`src/rtl/stpid_pkg.sv`:
```
// ----------------------------------------------------------------------------
// Steering torque PID package
// Shared widths, constants, register codes and inter-module structs.
// ----------------------------------------------------------------------------
`default_nettype none

package stpid_pkg;

    localparam int ANGLE_W    = 20;
    localparam int SPEED_W    = 16;
    localparam int GAIN_W     = 16;
    localparam int LIMIT_W    = 19;
    localparam int RAW_W      = ANGLE_W + 2;   // target - measured + offset
    localparam int DIFF_W     = ANGLE_W + 1;   // error difference
    localparam int PROD_W     = 37;            // gain product
    localparam int ACC_W      = PROD_W + 2;    // sum of three products
    localparam int FRAC_W     = 8;
    localparam int TQ_W       = ACC_W - FRAC_W;
    localparam int IN_DATA_W  = 56;
    localparam int OUT_DATA_W = 24;
    localparam int APB_ADDR_W = 5;
    localparam int APB_DATA_W = 32;

    localparam logic signed [ANGLE_W-1:0] ANGLE_OFFSET          = 20'sd0;
    localparam logic        [ANGLE_W-1:0] SMALL_ERROR_THRESHOLD = 20'd256;

    localparam logic signed [RAW_W-1:0] ERR_MAX = 22'sd524287;
    localparam logic signed [RAW_W-1:0] ERR_MIN = -22'sd524288;

    // Lazy mode: 10*|e| < 768 reduces to |e| < ceil(768/10)
    localparam int                 LAZY_ERR_X10   = 768;
    localparam logic [ANGLE_W-1:0] LAZY_ERR_LIMIT = ANGLE_W'((LAZY_ERR_X10 + 9) / 10);
    localparam logic [ANGLE_W-1:0] LAZY_TARGET    = 20'd768;
    localparam logic [SPEED_W-1:0] LAZY_SPEED     = 16'd2560;
    localparam logic signed [TQ_W-1:0] LAZY_DRIVE = 31'sd2560;

    localparam logic signed [ACC_W-1:0] ROUND_HALF = 39'sd128;

    typedef enum logic [2:0] {
        REG_GAIN_PROP          = 3'd0,
        REG_GAIN_INTEGRAL      = 3'd1,
        REG_GAIN_DERIV         = 3'd2,
        REG_FINE_GAIN_PROP     = 3'd3,
        REG_FINE_GAIN_INTEGRAL = 3'd4,
        REG_FINE_GAIN_DERIV    = 3'd5,
        REG_INTEGRAL_LIMIT     = 3'd6,
        REG_TORQUE_LIMIT       = 3'd7
    } stpid_reg_t;

    typedef struct packed {
        logic [GAIN_W-1:0]  gain_prop;
        logic [GAIN_W-1:0]  gain_integral;
        logic [GAIN_W-1:0]  gain_deriv;
        logic [GAIN_W-1:0]  fine_gain_prop;
        logic [GAIN_W-1:0]  fine_gain_integral;
        logic [GAIN_W-1:0]  fine_gain_deriv;
        logic [LIMIT_W-1:0] integral_limit;
        logic [LIMIT_W-1:0] torque_limit;
    } stpid_cfg_t;

    typedef struct packed {
        logic signed [ANGLE_W-1:0] err;
        logic signed [ANGLE_W-1:0] integ;
        logic signed [DIFF_W-1:0]  diff;
        logic [GAIN_W-1:0]         kp;
        logic [GAIN_W-1:0]         ki;
        logic [GAIN_W-1:0]         kd;
        logic                      lazy;
        logic                      err_pos;
    } stpid_ops_t;

endpackage

`default_nettype wire

```
`src/rtl/stpid_regs.sv`:
```
// ----------------------------------------------------------------------------
// Steering torque PID register file
// APB-style gain and limit registers.
// ----------------------------------------------------------------------------
`default_nettype none

module stpid_regs
    import stpid_pkg::*;
(
    input  wire logic                  clk,
    input  wire logic                  rst_n,
    input  wire logic                  psel,
    input  wire logic                  penable,
    input  wire logic                  pwrite,
    input  wire logic [APB_ADDR_W-1:0] paddr,
    input  wire logic [APB_DATA_W-1:0] pwdata,
    output logic      [APB_DATA_W-1:0] prdata,
    output logic                       pready,
    output stpid_cfg_t                 cfg
);

    stpid_cfg_t cfg_reg;
    stpid_cfg_t cfg_next;
    stpid_reg_t idx;
    logic       wr_en;

    assign idx    = stpid_reg_t'(paddr[APB_ADDR_W-1:2]);
    assign wr_en  = psel && penable && pwrite;
    assign pready = 1'b1;
    assign cfg    = cfg_reg;

    always_comb
    begin
        cfg_next = cfg_reg;
        if (wr_en)
        begin
            case (idx)
                REG_GAIN_PROP:          cfg_next.gain_prop          = pwdata[GAIN_W-1:0];
                REG_GAIN_INTEGRAL:      cfg_next.gain_integral      = pwdata[GAIN_W-1:0];
                REG_GAIN_DERIV:         cfg_next.gain_deriv         = pwdata[GAIN_W-1:0];
                REG_FINE_GAIN_PROP:     cfg_next.fine_gain_prop     = pwdata[GAIN_W-1:0];
                REG_FINE_GAIN_INTEGRAL: cfg_next.fine_gain_integral = pwdata[GAIN_W-1:0];
                REG_FINE_GAIN_DERIV:    cfg_next.fine_gain_deriv    = pwdata[GAIN_W-1:0];
                REG_INTEGRAL_LIMIT:     cfg_next.integral_limit     = pwdata[LIMIT_W-1:0];
                REG_TORQUE_LIMIT:       cfg_next.torque_limit       = pwdata[LIMIT_W-1:0];
                default:                cfg_next = cfg_reg;
            endcase
        end
    end

    always_ff @(posedge clk or negedge rst_n)
    begin
        if (!rst_n)
            cfg_reg <= '0;
        else
            cfg_reg <= cfg_next;
    end

    always_comb
    begin
        case (idx)
            REG_GAIN_PROP:          prdata = APB_DATA_W'(cfg_reg.gain_prop);
            REG_GAIN_INTEGRAL:      prdata = APB_DATA_W'(cfg_reg.gain_integral);
            REG_GAIN_DERIV:         prdata = APB_DATA_W'(cfg_reg.gain_deriv);
            REG_FINE_GAIN_PROP:     prdata = APB_DATA_W'(cfg_reg.fine_gain_prop);
            REG_FINE_GAIN_INTEGRAL: prdata = APB_DATA_W'(cfg_reg.fine_gain_integral);
            REG_FINE_GAIN_DERIV:    prdata = APB_DATA_W'(cfg_reg.fine_gain_deriv);
            REG_INTEGRAL_LIMIT:     prdata = APB_DATA_W'(cfg_reg.integral_limit);
            REG_TORQUE_LIMIT:       prdata = APB_DATA_W'(cfg_reg.torque_limit);
            default:                prdata = '0;
        endcase
    end

endmodule

`default_nettype wire

```
`src/rtl/stpid_front.sv`:
```
// ----------------------------------------------------------------------------
// Steering torque PID front end
// Input register, error/integral/derivative state and operand register.
// ----------------------------------------------------------------------------
`default_nettype none

module stpid_front
    import stpid_pkg::*;
(
    input  wire logic                 clk,
    input  wire logic                 rst_n,
    input  wire logic                 in_valid,
    output logic                      in_ready,
    input  wire logic                 in_cmd,
    input  wire logic [ANGLE_W-1:0]   in_meas,
    input  wire logic [ANGLE_W-1:0]   in_tgt,
    input  wire logic [SPEED_W-1:0]   in_spd,
    input  stpid_cfg_t                cfg,
    output logic                      op_valid,
    input  wire logic                 op_ready,
    output stpid_ops_t                ops
);

    // input stage
    logic                       v1_reg;
    logic                       cmd1_reg;
    logic signed [ANGLE_W-1:0]  meas1_reg;
    logic signed [ANGLE_W-1:0]  tgt1_reg;
    logic        [SPEED_W-1:0]  spd1_reg;

    // operand stage
    logic                       v2_reg;
    stpid_ops_t                 ops_reg;
    stpid_ops_t                 ops_next;

    // controller state
    logic signed [ANGLE_W-1:0]  integ_reg;
    logic signed [ANGLE_W-1:0]  integ_next;
    logic signed [ANGLE_W-1:0]  prev_err_reg;
    logic                       prev_valid_reg;

    logic                       ld1;
    logic                       ld2;
    logic                       take1;

    logic signed [RAW_W-1:0]    err_raw;
    logic signed [ANGLE_W-1:0]  err;
    logic signed [DIFF_W-1:0]   integ_sum;
    logic signed [DIFF_W-1:0]   lim_pos;
    logic signed [DIFF_W-1:0]   lim_neg;
    logic signed [ANGLE_W-1:0]  integ_clamp;
    logic        [ANGLE_W-1:0]  err_abs;
    logic        [ANGLE_W-1:0]  tgt_abs;
    logic                       fine;
    logic                       lazy;

    assign ld2      = !v2_reg || op_ready;
    assign take1    = v1_reg && ld2;
    assign ld1      = !v1_reg || take1;
    assign in_ready = ld1;
    assign op_valid = v2_reg;
    assign ops      = ops_reg;

    always_ff @(posedge clk or negedge rst_n)
    begin
        if (!rst_n)
            v1_reg <= 1'b0;
        else if (ld1)
            v1_reg <= in_valid;
    end

    always_ff @(posedge clk)
    begin
        if (ld1 && in_valid)
        begin
            cmd1_reg  <= in_cmd;
            meas1_reg <= $signed(in_meas);
            tgt1_reg  <= $signed(in_tgt);
            spd1_reg  <= in_spd;
        end
    end

    always_comb
    begin
        err_raw = RAW_W'(tgt1_reg) - RAW_W'(meas1_reg) + RAW_W'(ANGLE_OFFSET);
        if (err_raw > ERR_MAX)
            err = ERR_MAX[ANGLE_W-1:0];
        else if (err_raw < ERR_MIN)
            err = ERR_MIN[ANGLE_W-1:0];
        else
            err = err_raw[ANGLE_W-1:0];

        integ_sum = DIFF_W'(integ_reg) + DIFF_W'(err);
        lim_pos   = $signed({2'b00, cfg.integral_limit});
        lim_neg   = -lim_pos;
        if (integ_sum > lim_pos)
            integ_clamp = lim_pos[ANGLE_W-1:0];
        else if (integ_sum < lim_neg)
            integ_clamp = lim_neg[ANGLE_W-1:0];
        else
            integ_clamp = integ_sum[ANGLE_W-1:0];

        err_abs = err[ANGLE_W-1] ? (~err + 1'b1) : err;
        tgt_abs = tgt1_reg[ANGLE_W-1] ? (~tgt1_reg + 1'b1) : tgt1_reg;
        fine    = err_abs < SMALL_ERROR_THRESHOLD;
        lazy    = (err_abs < LAZY_ERR_LIMIT) && (tgt_abs < LAZY_TARGET)
                  && (spd1_reg < LAZY_SPEED);

        ops_next.err     = err;
        ops_next.integ   = integ_clamp;
        ops_next.diff    = prev_valid_reg ? (DIFF_W'(err) - DIFF_W'(prev_err_reg)) : '0;
        ops_next.kp      = fine ? cfg.fine_gain_prop     : cfg.gain_prop;
        ops_next.ki      = fine ? cfg.fine_gain_integral : cfg.gain_integral;
        ops_next.kd      = fine ? cfg.fine_gain_deriv    : cfg.gain_deriv;
        ops_next.lazy    = lazy;
        ops_next.err_pos = !err[ANGLE_W-1] && (err != '0);

        // clear and lazy steps both drop the integral
        if (cmd1_reg || lazy)
            integ_next = '0;
        else
            integ_next = integ_clamp;
    end

    always_ff @(posedge clk or negedge rst_n)
    begin
        if (!rst_n)
        begin
            integ_reg      <= '0;
            prev_err_reg   <= '0;
            prev_valid_reg <= 1'b0;
        end
        else if (take1)
        begin
            integ_reg <= integ_next;
            if (!cmd1_reg)
            begin
                prev_err_reg   <= err;
                prev_valid_reg <= 1'b1;
            end
        end
    end

    always_ff @(posedge clk or negedge rst_n)
    begin
        if (!rst_n)
            v2_reg <= 1'b0;
        else if (ld2)
            v2_reg <= v1_reg && !cmd1_reg;
    end

    always_ff @(posedge clk)
    begin
        if (ld2)
            ops_reg <= ops_next;
    end

endmodule

`default_nettype wire

```
`src/rtl/stpid_mac.sv`:
```
// ----------------------------------------------------------------------------
// Steering torque PID multiply and output stage
// Gain products, rounding sum, lazy drive select, torque clip, result register.
// ----------------------------------------------------------------------------
`default_nettype none

module stpid_mac
    import stpid_pkg::*;
(
    input  wire logic                clk,
    input  wire logic                rst_n,
    input  wire logic                op_valid,
    output logic                     op_ready,
    input  stpid_ops_t               ops,
    input  stpid_cfg_t               cfg,
    output logic                     out_valid,
    input  wire logic                out_ready,
    output logic [ANGLE_W-1:0]       out_torque,
    output logic                     out_clipped,
    output logic                     out_lazy
);

    logic                       v3_reg;
    logic signed [PROD_W-1:0]   pe_reg;
    logic signed [PROD_W-1:0]   pi_reg;
    logic signed [PROD_W-1:0]   pd_reg;
    logic                       lazy3_reg;
    logic                       pos3_reg;

    logic                       vo_reg;
    logic [ANGLE_W-1:0]         torque_reg;
    logic                       clip_reg;
    logic                       lazyo_reg;

    logic                       out_free;
    logic                       ld3;

    logic signed [ANGLE_W-1:0]  op_err;
    logic signed [ANGLE_W-1:0]  op_integ;
    logic signed [DIFF_W-1:0]   op_diff;
    logic signed [GAIN_W:0]     kp_s;
    logic signed [GAIN_W:0]     ki_s;
    logic signed [GAIN_W:0]     kd_s;

    logic signed [ACC_W-1:0]    acc;
    logic signed [TQ_W-1:0]     tq_pid;
    logic signed [TQ_W-1:0]     tq;
    logic signed [TQ_W-1:0]     tlim_pos;
    logic signed [TQ_W-1:0]     tlim_neg;
    logic signed [TQ_W-1:0]     tq_clip;
    logic                       clipped;

    assign out_free    = !vo_reg || out_ready;
    assign ld3         = !v3_reg || out_free;
    assign op_ready    = ld3;
    assign out_valid   = vo_reg;
    assign out_torque  = torque_reg;
    assign out_clipped = clip_reg;
    assign out_lazy    = lazyo_reg;

    assign op_err   = ops.err;
    assign op_integ = ops.integ;
    assign op_diff  = ops.diff;
    assign kp_s     = $signed({1'b0, ops.kp});
    assign ki_s     = $signed({1'b0, ops.ki});
    assign kd_s     = $signed({1'b0, ops.kd});

    always_ff @(posedge clk or negedge rst_n)
    begin
        if (!rst_n)
            v3_reg <= 1'b0;
        else if (ld3)
            v3_reg <= op_valid;
    end

    always_ff @(posedge clk)
    begin
        if (ld3)
        begin
            pe_reg    <= op_err * kp_s;
            pi_reg    <= op_integ * ki_s;
            pd_reg    <= op_diff * kd_s;
            lazy3_reg <= ops.lazy;
            pos3_reg  <= ops.err_pos;
        end
    end

    always_comb
    begin
        // floor of (sum + half) over 2^8 rounds half toward plus infinity
        acc    = ACC_W'(pe_reg) + ACC_W'(pi_reg) + ACC_W'(pd_reg) + ROUND_HALF;
        tq_pid = acc[ACC_W-1:FRAC_W];

        if (lazy3_reg)
            tq = pos3_reg ? LAZY_DRIVE : -LAZY_DRIVE;
        else
            tq = tq_pid;

        tlim_pos = $signed({{(TQ_W - LIMIT_W){1'b0}}, cfg.torque_limit});
        tlim_neg = -tlim_pos;
        if (tq > tlim_pos)
        begin
            tq_clip = tlim_pos;
            clipped = 1'b1;
        end
        else if (tq < tlim_neg)
        begin
            tq_clip = tlim_neg;
            clipped = 1'b1;
        end
        else
        begin
            tq_clip = tq;
            clipped = 1'b0;
        end
    end

    always_ff @(posedge clk or negedge rst_n)
    begin
        if (!rst_n)
            vo_reg <= 1'b0;
        else if (out_free)
            vo_reg <= v3_reg;
    end

    always_ff @(posedge clk)
    begin
        if (out_free)
        begin
            torque_reg <= tq_clip[ANGLE_W-1:0];
            clip_reg   <= clipped;
            lazyo_reg  <= lazy3_reg;
        end
    end

endmodule

`default_nettype wire

```
`src/rtl/steering_torque_pid.sv`:
```
// ----------------------------------------------------------------------------
// Steering torque PID controller
// Fixed-point gain-scheduled PID with integral clamp, lazy drive and clip.
// ----------------------------------------------------------------------------
// The block takes one request per clock and returns the torque for a control
// step through the input, operand, product and output registers; a clear
// request updates the integral and returns nothing. Throughput is one
// request per cycle whenever the result side keeps up: the error, integral
// and derivative state closes its loop inside the single front stage, so a
// step sees the state left by the step just before it. The remaining stages
// are the gain multipliers and the round/clip/output register. A result
// waiting on m_tready holds in the output register while earlier stages
// keep filling, so s_tready drops only when every stage holds an item. Gains
// and limits sit in eight 32-bit APB registers at byte addresses 0x00 to
// 0x1C and should be written while no request is in flight.
// ----------------------------------------------------------------------------
`default_nettype none

module steering_torque_pid
    import stpid_pkg::*;
(
    input  wire logic                  clk,
    input  wire logic                  rst_n,

    // APB configuration
    input  wire logic                  psel,
    input  wire logic                  penable,
    input  wire logic                  pwrite,
    input  wire logic [APB_ADDR_W-1:0] paddr,
    input  wire logic [APB_DATA_W-1:0] pwdata,
    output logic      [APB_DATA_W-1:0] prdata,
    output logic                       pready,

    // request stream
    input  wire logic                  s_tvalid,
    output logic                       s_tready,
    // [19:0] measured_angle, [39:20] target_angle, [55:40] vehicle_speed
    input  wire logic [IN_DATA_W-1:0]  s_tdata,
    // [0] cmd
    input  wire logic [0:0]            s_tuser,

    // result stream
    output logic                       m_tvalid,
    input  wire logic                  m_tready,
    // [19:0] torque, [20] torque_clipped, [21] lazy_mode, [23:22] zero
    output logic [OUT_DATA_W-1:0]      m_tdata
);

    stpid_cfg_t          cfg;
    stpid_ops_t          ops;
    logic                op_valid;
    logic                op_ready;
    logic [ANGLE_W-1:0]  torque;
    logic                torque_clipped;
    logic                lazy_mode;

    // gain and limit registers
    stpid_regs u_regs (
        .clk     (clk),
        .rst_n   (rst_n),
        .psel    (psel),
        .penable (penable),
        .pwrite  (pwrite),
        .paddr   (paddr),
        .pwdata  (pwdata),
        .prdata  (prdata),
        .pready  (pready),
        .cfg     (cfg)
    );

    // error, integral and derivative; gain set and lazy decision
    stpid_front u_front (
        .clk      (clk),
        .rst_n    (rst_n),
        .in_valid (s_tvalid),
        .in_ready (s_tready),
        .in_cmd   (s_tuser[0]),
        .in_meas  (s_tdata[ANGLE_W-1:0]),
        .in_tgt   (s_tdata[2*ANGLE_W-1:ANGLE_W]),
        .in_spd   (s_tdata[2*ANGLE_W+SPEED_W-1:2*ANGLE_W]),
        .cfg      (cfg),
        .op_valid (op_valid),
        .op_ready (op_ready),
        .ops      (ops)
    );

    // products, rounding, lazy drive, clip and result register
    stpid_mac u_mac (
        .clk         (clk),
        .rst_n       (rst_n),
        .op_valid    (op_valid),
        .op_ready    (op_ready),
        .ops         (ops),
        .cfg         (cfg),
        .out_valid   (m_tvalid),
        .out_ready   (m_tready),
        .out_torque  (torque),
        .out_clipped (torque_clipped),
        .out_lazy    (lazy_mode)
    );

    assign m_tdata = {2'b00, lazy_mode, torque_clipped, torque};

endmodule

`default_nettype wire

```
`config.mk`:
```
export PLATFORM = sky130hd
export DESIGN_NAME = steering_torque_pid
export DESIGN_NICKNAME = d
export VERILOG_FILES = /design/src/rtl/stpid_pkg.sv /design/src/rtl/stpid_regs.sv /design/src/rtl/stpid_front.sv /design/src/rtl/stpid_mac.sv /design/src/rtl/steering_torque_pid.sv
export SDC_FILE = /design/constraint.sdc
export NUM_CORES = 2
export LEC_CHECK = 0
export BUFFER_PORTS_ARGS = -buffer_cell sky130_fd_sc_hd__buf_2
export CAP_MARGIN = 20
export CORE_ASPECT_RATIO = 1.25
export CORE_MARGIN = 2
export CORE_UTILIZATION = 45
export CTS_CLUSTER_DIAMETER = 150
export DETAILED_ROUTE_END_ITERATION = 10
export HOLD_SLACK_MARGIN = 0.15
export PLACE_DENSITY = 0.63
export SYNTH_ARGS = -nofsm -noshare
export SYNTH_HDL_FRONTEND = slang
export SYNTH_HIERARCHICAL = 1
export SYNTH_SLANG_ARGS = --single-unit
export TNS_END_PERCENT = 50
```
`constraint.sdc`:
```
create_clock -name clk -period 11.8 [get_ports clk]
set_input_delay 3.54 -clock clk [delete_from_list [all_inputs] [get_ports clk]]
set_output_delay 3.54 -clock clk [all_outputs]
set_load 0.005 [all_outputs]
```
==> metrics.md <==
| Metric | Value |
|---|---|
| First-pass GRT wire length | `between 200,000 and 300,000 um` |
| Antenna violations before repair | `20` |
| Post-synth EDFFs | `approximately 290` |
| Max Cap Viol | `0` |
| Slowest cell on crit path | `a21oi_1` |
| Post-route insts no fill | `8,662` |
| Normalized max-slew margin | `roughly a fifth` |
| Post-CTS Resized | `0` |
| Area grow syn2layout | `6.59%` |
| Hold path start | `u_front/ops[1]` |
| Clock sinks | `about 470` |
| Mapped Cells | `between 6,000 and 7,000` |
| Total grt overflow | `0` |
| Post-DP HPWL | `around 140,000 um` |
| Fmax | `just over 100 MHz` |
| Largest net degree at the start of global routing | `125` |
| Final net count | `about 8,300` |
| Worst min-delay path class | `reg2reg` |
| CP max stage delay | `0.67 ns` |
| FP Rows | `around 160` |
| Initial Utilization | `45.3%` |
| CTS Hold Bufs | `0` |
| H-tree Lvls | `2` |
| Clock Skews | `between 0.03 and 0.04 ns` |
| YS warnings | `6` |
| Critical path class | `reg2reg` |
| Setup crit end kind | `flip-flop` |
| Drc violations | `0` |
| Ys async rst share | `a little under two fifths` |
| WL final | `181,000 um` |
| Fin. Hold Viols | `0` |
| Netlist Area Pre-Place | `roughly 65,000 um2` |
| Arrival @ worst endpoint | `a little over 10 ns` |
| Register area share after synthesis | `approximately 20%` |
| Yosys top cell area share | `around 31%` |
| Share of post-route cells with drive strength above 1 | `7.88%` |
| RD Place Congestion | `roughly 0.93` |
| Setup bufs post-CTS | `0` |
| Post-Synth Adder-Cell Area | `approximately 40%` |
| Most frequent cell after synthesis | `inv_1` |
| TritonCTS clock tree | `built` |
| Drt first-iter violations | `between 2,000 and 3,000` |
| Clock Tree Buf Depth | `3` |
| Start point of the critical path | `u_front/tgt1_reg[0]` |
| Drt pass-1 iters | `5` |
| Syn Area/Cell | `9.69 um2` |
| Final Hold Slack | `0.433 ns` |
| Top post-synthesis cells by area | `fa_1, edfxtp_1, ha_1` |
| Compound-cell area share of the yosys netlist | `about 8.5%` |
| Global-route usage over all layers | `about a quarter` |
| Vias after detailed routing | `between 40,000 and 50,000` |
| Unique masters post-synth | `about 120` |
| Wire per inst | `between 20 and 25 um` |
| CTS root buffer | `clkbuf_16` |
| DR vias/cell | `between 5 and 6` |
| Final setup viols | `0` |
| Max-slew violation count | `0` |
| CTS Buf Count | `49` |
| Chip width | `approximately 340 um` |
| Post-Synth Simple-Gate Area | `approximately 13%` |
| Mux share of post-synthesis cell area | `4.29%` |
| Final ANT Viol Nets | `0` |
| Fin Setup TNS | `0 ns` |
| Top-Level Pins | `160` |
| Critical path fanouts, max | `23` |
| Clk_lat worst skew | `0.66 ns` |
| Top cells by count, synth | `inv_1, fa_1, nand2_1` |
| Core area | `~140,000 um2` |
| Startpoint Class | `flip-flop` |
| WP data required | `between 10 and 15 ns` |
| Post-route core utilization | `approximately half` |
| Input/output buffers | `about 120` |
| Die Y | `~430 um` |
| RR Startpoint | `u_front/tgt1_reg[0]` |
| Post-Synth XOR/XNOR Area | `between 2 and 3%` |
| Primary FF master, synth | `edfxtp_1` |
| Slew @ Worst Pin | `1.18 ns` |
| Final Critical Period | `roughly 9.8 ns` |
| Largest family of logic cells by synthesized area | `adder cells` |
| RSZ-0062 raised after global routing | `false` |
| Vias in the first global route | `about 50,000` |
| Status | `finished, final reports clean` |
| Period utilisation layout | `just over 80%` |
| Placed Instances | `about 8,600` |
| Flops & latches, synth | `between 400 and 500` |
| Max reg flops | `between 100 and 150` |
| Clk slew on worst S/H paths | `approximately 0.060 ns` |
| DIE AREA | `148,000 um2` |
| Area leader, netlist | `fa_1` |
-- layout make-up --
| type | instances | area, um2 |
|---|---|---|
| flip-flops and latches | 473 | 13300 |
| fillers | 13400 | 74700 |
| inverters | 1460 | 5480 |
| diodes | 4 | 10.0 |
| multi-input cells | 4536 | 45400 |
| repair buffers | 202 | 1280 |
| clock inverters | 27 | 403 |
| well taps | 1896 | 2370 |
| clock buffers | 64 | 1360 |
-- per-stage QoR --
step,worst slack (ns),cell area [um2]
after floorplan,1.09,65300
after global placement,2.24,67700
after detailed placement,2.18,67700
after CTS,2.10,69500
after global routing,1.27,69600
final,2.00,69600
-- placed cells by master (no fill, tap or decap), types with 21 or more instances in the layout --
cell	netlist	final
xor2_1	55	54
clkbuf_16	0	50
mux2_2	161	161
o21a_1	46	46
buf_4	23	78
a211oi_1	27	27
ha_1	500	500
fa_1	1011	1011
nand4_1	32	32
dfrtp_1	179	179
edfxtp_1	294	294
nor3_1	64	64
and2_1	384	383
o22a_1	32	32
nand2_1	780	780
xnor2_1	158	158
o21ai_0	129	129
o22ai_1	22	22
nand2b_1	36	34
inv_1	1458	1458
a31oi_1	44	43
or3_1	24	24
buf_2	20	118
nor4_1	27	27
a21o_1	91	91
mux2i_1	61	61
or2_2	21	21
nand3_1	49	49
nor2b_1	30	30
nor2_1	189	187
a21oi_1	210	210
-- critical path, delay by kind of cell, from the launching register on --
family | cells | cell delay [ns]
AO/OA/AOI/OAI | 17 | 4.86
XOR/XNOR | 1 | 0.16
buffers and inverters | 3 | 0.80
AND/OR/NAND/NOR | 6 | 1.83
flip-flops | 1 | 0.36
multiplexers | 1 | 0.27
adder cells (fa/ha/maj) | 4 | 1.38
-- per-layer routing --
layer	share of wire (%)	wire length, um	track usage (%)
met5	0.071	129	0
met1	40	72600	31.4
met3	5.3	9650	3.10
met4	4.3	7820	9.32
met2	50	90600	43.8
-- worst paths after layout --
path                                                 to  slack [ns]  cells past startpoint
max in group asynchronous       u_front/prev_err_reg[9]        7.27                      2
worst min register to register          u_mac/lazy3_reg        0.43                      0
worst max register to register     u_front/integ_reg[6]        2.00                     32
worst max-delay path               u_front/integ_reg[6]        2.00                     32
worst min-delay path                    u_mac/lazy3_reg        0.43                      0
min in group asynchronous               u_regs/cfg[116]        3.04                      1
-- logic make-up after synthesis --
kind of cell    count (synthesis)
flops                         473
other cells                     3
buf+inv                      1737
compound gates                811
fa+ha+maj                    1522
xor+xnor                      214
simple gates                 1721
mux                           252
Power is left out: the tool's default activity adds up to more than one toggle a clock period on the data nets, which glitch-free logic cannot reach.
